$ cat src/hdl/pva_pkg.sv
`default_nettype none

package pva_pkg;

	// Event kinds on the cmd input.
	localparam logic CMD_NOTE_ON  = 1'b0;
	localparam logic CMD_NOTE_OFF = 1'b1;

	// Action codes on the action output.
	localparam logic [1:0] ACT_START   = 2'd0;
	localparam logic [1:0] ACT_RELEASE = 2'd1;
	localparam logic [1:0] ACT_NONE    = 2'd2;

	// Note register value of a voice that holds no note.
	localparam logic [7:0] NOTE_UNASSIGNED = 8'h80;

	// Sequencer states.
	typedef enum logic [1:0] {
		ST_IDLE,
		ST_ON_REMOVE,
		ST_ON_APPEND,
		ST_OFF_SCAN
	} state_t;

	// Commands broadcast to every cell of the age list.
	typedef struct packed {
		logic remove;
		logic append;
	} age_ctl_t;

	// Commands to one voice cell.
	typedef struct packed {
		logic wr;
		logic clr;
	} voice_ctl_t;

endpackage

`default_nettype wire

$ cat src/hdl/pva_voice_cell.sv
`default_nettype none

// One voice: holds the note it was given and compares it with an event note.
module pva_voice_cell (
	input  wire logic              clk,
	input  wire logic              arst_n,
	input  wire pva_pkg::voice_ctl_t ctl,
	input  wire logic [6:0]        wr_note,
	input  wire logic [6:0]        cmp_note,
	output logic                   match
);

	logic [7:0] note_q;

	// A write assigns a note, a clear marks the voice unassigned.
	always_ff @(posedge clk or negedge arst_n) begin
		if (!arst_n) begin
			note_q <= pva_pkg::NOTE_UNASSIGNED;
		end else if (ctl.wr) begin
			note_q <= {1'b0, wr_note};
		end else if (ctl.clr) begin
			note_q <= pva_pkg::NOTE_UNASSIGNED;
		end
	end

	// An unassigned voice never matches, since its top bit is set.
	assign match = (note_q == {1'b0, cmp_note});

endmodule

`default_nettype wire

$ cat src/hdl/pva_age_cell.sv
`default_nettype none

// One slot of the age list. Slot 0 is the oldest held voice. On a remove,
// the matching slot and every slot behind it take the word of the next slot,
// which closes the gap. On an append, the first empty slot takes the voice.
module pva_age_cell #(
	parameter int VW = 3
) (
	input  wire logic              clk,
	input  wire logic              arst_n,
	input  wire pva_pkg::age_ctl_t ctl,
	input  wire logic [VW-1:0]     rm_voice,
	input  wire logic [VW-1:0]     ap_voice,
	input  wire logic              prev_valid,
	input  wire logic              shift_in,
	input  wire logic              next_valid,
	input  wire logic [VW-1:0]     next_voice,
	output logic                   valid,
	output logic [VW-1:0]          voice,
	output logic                   shift_out
);

	logic          valid_q;
	logic [VW-1:0] voice_q;
	logic          hit;
	logic          take_next;
	logic          take_new;

	// The shift request runs down the chain from the slot that matched.
	assign hit       = ctl.remove & valid_q & (voice_q == rm_voice);
	assign shift_out = shift_in | hit;
	assign take_next = ctl.remove & shift_out;
	assign take_new  = ctl.append & ~valid_q & prev_valid;

	always_ff @(posedge clk or negedge arst_n) begin
		if (!arst_n) begin
			valid_q <= 1'b0;
		end else if (take_next) begin
			valid_q <= next_valid;
		end else if (take_new) begin
			valid_q <= 1'b1;
		end
	end

	always_ff @(posedge clk) begin
		if (take_next) begin
			voice_q <= next_voice;
		end else if (take_new) begin
			voice_q <= ap_voice;
		end
	end

	assign valid = valid_q;
	assign voice = voice_q;

endmodule

`default_nettype wire

$ cat src/hdl/poly_voice_allocator_top.sv
// Channel   Direction  Handshake            Word
// event     in         start & !busy        cmd, note, voice_busy
// result    out        strobe, no stall     voice, action, note_out, last
//
// A note-on keeps busy high after it is taken, while it takes the
// voice out of the age list and then appends it as newest. Its result shows
// in the cycle after acceptance. A note-off scans the voices one per cycle,
// giving a release in the cycle after each match; busy lasts until the scan
// reaches the highest matching voice. A note-off without a match does not
// raise busy. Reset marks every voice unassigned and empties the list.
// The receiver cannot stall; every result is shown for exactly one cycle.
`default_nettype none

module poly_voice_allocator_top #(
	parameter int VOICES = 8
) (
	input  wire logic       clk,
	input  wire logic       arst_n,
	input  wire logic       start,
	output logic            busy,
	input  wire logic       cmd,
	input  wire logic [6:0] note,
	input  wire logic [7:0] voice_busy,
	output logic            strobe,
	output logic [2:0]      voice,
	output logic [1:0]      action,
	output logic [6:0]      note_out,
	output logic            last
);

	localparam int VW = (VOICES > 1) ? $clog2(VOICES) : 1;

	pva_pkg::state_t   state_q;
	pva_pkg::state_t   state_d;
	pva_pkg::age_ctl_t age_ctl;

	logic [VW-1:0]     pick_q;
	logic [6:0]        note_q;
	logic [VOICES-1:0] mask_q;
	logic [VW-1:0]     idx_q;

	logic              accept;
	logic              acc_on;
	logic              acc_off;
	logic              off_miss;
	logic [VOICES-1:0] free_v;
	logic [VOICES-1:0] match_v;
	logic [VOICES-1:0] idx_oh;
	logic [VW-1:0]     pick_now;
	logic              found;
	logic              scan_hit;
	logic              scan_last;
	logic [VW-1:0]     rm_voice;

	logic              strobe_q;
	logic [2:0]        voice_q;
	logic [1:0]        action_q;
	logic [6:0]        note_out_q;
	logic              last_q;

	logic              cv_valid [VOICES+1];
	logic [VW-1:0]     cv_voice [VOICES+1];
	logic              cv_prev  [VOICES];
	logic              cv_shift [VOICES+1];

	// Reports a voice index modulo 8 on the three-bit voice output.
	function automatic logic [2:0] voice_mod8(input logic [VW-1:0] v);
		logic [VW+2:0] ext;
		ext = {3'b000, v};
		return ext[2:0];
	endfunction

	assign busy     = (state_q != pva_pkg::ST_IDLE);
	assign accept   = start & ~busy;
	assign acc_on   = accept & (cmd == pva_pkg::CMD_NOTE_ON);
	assign acc_off  = accept & (cmd == pva_pkg::CMD_NOTE_OFF);
	assign off_miss = acc_off & ~(|match_v);

	// Voices beyond the eight busy bits count as free.
	for (genvar i = 0; i < VOICES; i++) begin : g_free
		if (i < 8) begin : g_bit
			assign free_v[i] = ~voice_busy[i];
		end else begin : g_none
			assign free_v[i] = 1'b1;
		end
	end

	// Lowest free voice, else the oldest held voice, else voice 0.
	always_comb begin
		found    = 1'b0;
		pick_now = '0;
		for (int i = 0; i < VOICES; i++) begin
			if (!found && free_v[i]) begin
				found    = 1'b1;
				pick_now = VW'(i);
			end
		end
		if (!found && cv_valid[0]) begin
			pick_now = cv_voice[0];
		end
	end

	// Scan position and whether it is the final match.
	assign idx_oh    = VOICES'(1) << idx_q;
	assign scan_hit  = (state_q == pva_pkg::ST_OFF_SCAN) & mask_q[idx_q];
	assign scan_last = ~|(mask_q & ~idx_oh);

	// Row of voice cells.
	for (genvar i = 0; i < VOICES; i++) begin : g_voice
		pva_pkg::voice_ctl_t vctl;

		assign vctl.wr  = acc_on & (pick_now == VW'(i));
		assign vctl.clr = scan_hit & (idx_q == VW'(i));

		pva_voice_cell u_voice (
			.clk      (clk),
			.arst_n   (arst_n),
			.ctl      (vctl),
			.wr_note  (note),
			.cmp_note (note),
			.match    (match_v[i])
		);
	end

	// Chain of age list cells, oldest first.
	assign cv_valid[VOICES] = 1'b0;
	assign cv_voice[VOICES] = '0;
	assign cv_shift[0]      = 1'b0;
	assign cv_prev[0]       = 1'b1;

	for (genvar i = 1; i < VOICES; i++) begin : g_prev
		assign cv_prev[i] = cv_valid[i-1];
	end

	for (genvar i = 0; i < VOICES; i++) begin : g_age
		pva_age_cell #(
			.VW (VW)
		) u_age (
			.clk        (clk),
			.arst_n     (arst_n),
			.ctl        (age_ctl),
			.rm_voice   (rm_voice),
			.ap_voice   (pick_q),
			.prev_valid (cv_prev[i]),
			.shift_in   (cv_shift[i]),
			.next_valid (cv_valid[i+1]),
			.next_voice (cv_voice[i+1]),
			.valid      (cv_valid[i]),
			.voice      (cv_voice[i]),
			.shift_out  (cv_shift[i+1])
		);
	end

	// Next state.
	always_comb begin
		state_d = state_q;
		unique case (state_q)
			pva_pkg::ST_IDLE: begin
				if (acc_on) begin
					state_d = pva_pkg::ST_ON_REMOVE;
				end else if (acc_off && (|match_v)) begin
					state_d = pva_pkg::ST_OFF_SCAN;
				end
			end
			pva_pkg::ST_ON_REMOVE: begin
				state_d = pva_pkg::ST_ON_APPEND;
			end
			pva_pkg::ST_ON_APPEND: begin
				state_d = pva_pkg::ST_IDLE;
			end
			pva_pkg::ST_OFF_SCAN: begin
				if (scan_hit && scan_last) begin
					state_d = pva_pkg::ST_IDLE;
				end
			end
			default: begin
				state_d = pva_pkg::ST_IDLE;
			end
		endcase
	end

	// List commands for each state.
	always_comb begin
		age_ctl  = '0;
		rm_voice = pick_q;
		unique case (state_q)
			pva_pkg::ST_IDLE: begin
				age_ctl = '0;
			end
			pva_pkg::ST_ON_REMOVE: begin
				age_ctl.remove = 1'b1;
			end
			pva_pkg::ST_ON_APPEND: begin
				age_ctl.append = 1'b1;
			end
			pva_pkg::ST_OFF_SCAN: begin
				age_ctl.remove = mask_q[idx_q];
				rm_voice       = idx_q;
			end
			default: begin
				age_ctl = '0;
			end
		endcase
	end

	// Control registers. A note-off with matches gives its words from the scan.
	always_ff @(posedge clk or negedge arst_n) begin
		if (!arst_n) begin
			state_q  <= pva_pkg::ST_IDLE;
			strobe_q <= 1'b0;
		end else begin
			state_q  <= state_d;
			strobe_q <= acc_on | off_miss | scan_hit;
		end
	end

	// Event context and result word.
	always_ff @(posedge clk) begin
		if (accept) begin
			pick_q <= pick_now;
			note_q <= note;
			mask_q <= match_v;
			idx_q  <= '0;
		end else if (state_q == pva_pkg::ST_OFF_SCAN) begin
			mask_q <= mask_q & ~idx_oh;
			idx_q  <= idx_q + VW'(1);
		end

		if (acc_on) begin
			voice_q    <= voice_mod8(pick_now);
			action_q   <= pva_pkg::ACT_START;
			note_out_q <= note;
			last_q     <= 1'b1;
		end else if (off_miss) begin
			voice_q    <= '0;
			action_q   <= pva_pkg::ACT_NONE;
			note_out_q <= note;
			last_q     <= 1'b1;
		end else if (scan_hit) begin
			voice_q    <= voice_mod8(idx_q);
			action_q   <= pva_pkg::ACT_RELEASE;
			note_out_q <= note_q;
			last_q     <= scan_last;
		end
	end

	assign strobe   = strobe_q;
	assign voice    = voice_q;
	assign action   = action_q;
	assign note_out = note_out_q;
	assign last     = last_q;

endmodule

`default_nettype wire

$ cat config.mk
export PLATFORM = sky130hd
export DESIGN_NAME = poly_voice_allocator_top
export DESIGN_NICKNAME = d
export VERILOG_FILES = /design/src/hdl/pva_pkg.sv /design/src/hdl/pva_voice_cell.sv /design/src/hdl/pva_age_cell.sv /design/src/hdl/poly_voice_allocator_top.sv
export SDC_FILE = /design/constraint.sdc
export NUM_CORES = 1
export LEC_CHECK = 0
export BUFFER_PORTS_ARGS = -buffer_cell sky130_fd_sc_hd__clkbuf_2
export CAP_MARGIN = 20
export CORE_MARGIN = 3
export CORE_UTILIZATION = 40
export DETAILED_ROUTE_END_ITERATION = 8
export HOLD_SLACK_MARGIN = 0.08
export PLACE_DENSITY = 0.59
export SLEW_MARGIN = 40
export SYNTH_ARGS = -nofsm -noshare
export SYNTH_HDL_FRONTEND = slang
export SYNTH_SLANG_ARGS = --single-unit
$ cat constraint.sdc
create_clock -name clk -period 2.48 [get_ports clk]
set_clock_uncertainty 0.15 [all_clocks]
set_input_delay 0.372 -clock clk [delete_from_list [all_inputs] [get_ports clk]]
set_output_delay 0.372 -clock clk [all_outputs]
set_load 0.05 [all_outputs]
==> flow_metrics.py <==
metrics = {
    "run_status": {
        "outcome": "finished with violations",
        "failing_checks": "negative setup slack",
    },
    "yosys": {
        "synth-seq-cells": 133,
        "synth_adder_area_share": 0.0103,
        "synth.distinct_cells": 72,
        "synth.avg_cell_area_um2": 10.3,
        "postSynthCellCount": 702,
        "syn_nets": 727,
        "ys_seq_area_frac": 0.487,
        "synth_top_flop_cell": "dfrtp_1",
        "asyncSetResetFlopFracSynth": 0.564,
        "synth-warning-count": 0,
        "combinational_family_with_the_most_area_after_synthesis": "simple AND/OR/NAND/NOR gates",
        "muxShareOfSynthArea": 0.0596,
        "synthSimpleGateAreaFrac": 0.161,
        "synthXorXnorAreaFrac": 0.109,
        "synth_compound_area_frac": 0.130,
        "synthesis.area_um2": 7260,
        "synth-edff-count": 49,
    },
    "clock_tree": {
        "ctsRootBufferMaster": "clkbuf_16",
        "clock_sink_count": 133,
        "cts_buffers": 17,
        "clk_pin_slew_ps": 60,
        "tritoncts": "done",
        "htree_levels": 4,
        "clkLatencyLatePin_ps": 420,
        "ctsLongestPathBuffers": 2,
    },
    "floorplanning": {
        "die_area_um2": 19800,
        "io-pin-count": 34,
        "chipWidth_um": 141,
        "die_h_um": 141,
        "floorplan.initialDensity": 0.414,
        "core_region_area_um2": 17500,
        "rows": 48,
    },
    "placement": {
        "dp_hpwl_um": 13400,
        "io_buffers": 33,
        "pre_cts_ws_ps": -249,
        "detailed_place.area_um2": 8310,
        "gp_congestion": 0.864,
    },
    "timing": {
        "post-route-min-period_ps": 2480,
        "finalMaxSlewViolations": 0,
        "finalWorstSetupSlack_ps": -4.01,
        "slew_headroom": 0.683,
        "maxClockFrequency_mhz": 403,
        "grt_setup_unrepaired": "yes",
        "finalHoldViolations": 0,
        "worst_hold_slack_ps": 121,
        "final_min_period_over_clock_period": 1.00,
        "setup_viol": 2,
        "worst_slew_pin_slew_ps": 475,
    },
    "min_path": {
        "hold_class": "input port to flip-flop",
    },
    "finish": {
        "mostFrequentLayoutCell": "nand2_1",
        "syn_to_final_growth_pct": 26.6,
        "share_of_layout_cells_above_drive_strength_1": 0.311,
        "fin_nets": 850,
        "final_area_um2": 9200,
        "insertedDiodeCount": 0,
        "layout_common_cells": "nand2_1, buf_4, xor2_1",
        "num-fill-cells": 1534,
        "finish.utilization": 0.524,
    },
    "setup_path": {
        "critPathLaunch": "pick_q[2]$_DFFE_PP_",
        "timing.critical_path.cells": "xor2_1, nor4_2, o221a_2, and3b_4, nand2_4, o21ai_4, mux2_2",
        "cpLargestDelayFamily": "simple AND/OR/NAND/NOR gates",
        "crit_path_end_kind": "flip-flop",
        "critical_path_arrival_ps": 2500,
        "critPathCapture": "g_age[4].u_age.voice[1]$_DFFE_PP_",
        "critical_path_buf_inv_count": 0,
        "crit_required_ps": 2500,
        "critPathLaunchType": "flip-flop",
        "worst-path-stages": 7,
        "worstReg2RegEnd": "g_age[4].u_age.voice[1]$_DFFE_PP_",
        "worstPathMaxFanout": 5,
        "worst_r2r_path_depth": 7,
        "timing_worst_setup_path_type": "flip-flop to flip-flop",
        "critical_path.reg2reg.startpoint": "pick_q[2]$_DFFE_PP_",
        "critical_path.max_stage_delay_ps": 500,
        "worst-r2r-setup-slack_ps": -4,
        "timing.critical_path.slowest_stage_cell": "edfxtp_1",
    },
    "global_routing": {
        "grt_first_pass_wirelength_um": 30300,
        "grt.met3_usage": 0.0305,
        "grt_start_max_net_pins": 45,
        "global_route.usage.met2": 0.316,
        "grt-busiest-layer": "met2",
        "overall_global_routing_usage": 0.193,
        "grt_overflow_total": 0,
        "grt_antenna_before_repair": 0,
        "globalRouteMet1Util": 0.259,
        "grt_pass1_vias": 5738,
    },
    "route": {
        "drc_errors": 0,
        "first_pass_drt_iterations": 5,
        "final_routed_wirelength_across_all_metal_layers_um": 18800,
        "dr_total_vias": 5684,
        "avgRoutedWirePerCell_um": 17.7,
        "dr.first_iter.drc_count": 465,
        "vias_per_cell": 5.35,
        "drtAntennaViolNets": 0,
    },
    "power": {
        "p_leak_nw": 3.95,
        "power.ir.vdd_worst_mv": 0.480,
        "cellPowerDensity_nw_per_um2": 888,
    },
    "job": {
        "max_cap_viol_count": 0,
    },
}
## report_power, final
part / internal (mW) / total (mW) / switching, mW / leakage [nW]
sequential: 2.88 / 3.31 / 0.430 / 1.47
clock: 1.47 / 2.42 / 0.951 / 0.261
combinational: 1.08 / 2.44 / 1.35 / 2.22
total: 5.43 / 8.17 / 2.73 / 3.95
## timing repair
item,CTS,global route
gates resized for setup,8,35
endpoints found under the hold margin,28,0
setup endpoints to repair,34,80
hold buffers,1,0
pin swaps,0,15
buffers inserted,0,15
## state kept, by name (all words and copies together), names as in the netlist
name                    flops
g_voice.u_voice.note_q     64
g_age.u_age.voice          24
g_age.u_age.valid           8
mask_q                      8
note_out                    7
note_q                      7
idx_q                       3
pick_q                      3
voice                       3
action                      2
state_q                     2
last                        1
strobe                      1
## synthesized netlist by cell type (all sizes together), types with 3 or more instances
cell type	n	area, um^2
o21a	3	22.5
inv	20	77.6
clkbuf	11	41.3
xnor2	12	105
ha	6	75.1
nor4	21	131
a22o	16	140
nand4	9	56.3
dfstp	8	210
and2	4	25.0
nand2b	7	43.8
xor2	78	683
or2	3	18.8
nor2b	4	25.0
a21boi	3	26.3
and3	4	25.0
nor3	9	97.6
nor2	21	96.3
buf	28	194
nand2	133	519
a21oi	19	114
edfxtp	49	1470
mux2	26	304
o21ai	75	387
mux2i	8	83.8
dfrtp	67	1680
dfxtp	9	180
nand3	15	75.1
o22ai	4	31.3
a21o	5	37.5
## stage by stage
| step | std cells | setup TNS (ps) | power (mW) |
|---|---|---|---|
| 2_1_floorplan | 702 | 0 | 4.78 |
| 3_3_place_gp | 1015 | -3860 | 5.48 |
| 3_5_place_dp | 1015 | -5830 | 5.55 |
| 4_1_cts | 1048 | 0 | 8.01 |
| 5_1_grt | 1063 | -1470 | 8.60 |
| 6_report | 1063 | -7.29 | 8.17 |
## layer usage
layer / vias up / routed length (um) / part of all wire
li1: 2703 / - / -
met1: 2805 / 8640 / 0.46
met2: 148 / 8970 / 0.48
met3: 28 / 775 / 0.041
met4: 0 / 385 / 0.021
met5: - / 0 / 0
## area by class of cell
cell class,count,area (um^2),area share
Clock buffer,19,433,0.0471
Timing Repair Buffer,143,1150,0.125
Multi-Input combinational cell,509,3580,0.389
Sequential cell,133,3540,0.385
Tap cell,225,282,0.0306
Clock inverter,13,133,0.0144
Inverter,21,81.3,0.00884
## tightest hold or removal path, stage by stage
cell      delay (ps)
clkbuf_2          90
nand2b_1          80
o21ai_0           90
## logic make-up after synthesis
| family | count (synthesis) |
|---|---|
| mux | 36 |
| flops | 133 |
| buf+inv | 60 |
| xor+xnor | 90 |
| simple gates | 235 |
| fa+ha+maj | 6 |
| compound gates | 142 |
## worst min-delay path by stage
stage | slack [ps] | cells after the start | to | from
after floorplan | -70 | 0 | g_age[0].u_age.valid$_DFFE_PN0P_ | arst_n
after global placement | 210 | 1 | g_voice[5].u_voice.note_q[4]$_DFFE_PN0P_ | arst_n
after detailed placement | 210 | 1 | g_voice[5].u_voice.note_q[4]$_DFFE_PN0P_ | arst_n
after CTS | 110 | 3 | state_q[1]$_DFFE_PN0P_ | start
after global routing | 140 | 3 | state_q[1]$_DFFE_PN0P_ | start
final | 120 | 3 | state_q[1]$_DFFE_PN0P_ | start
(Power assumes the default switching activity.)
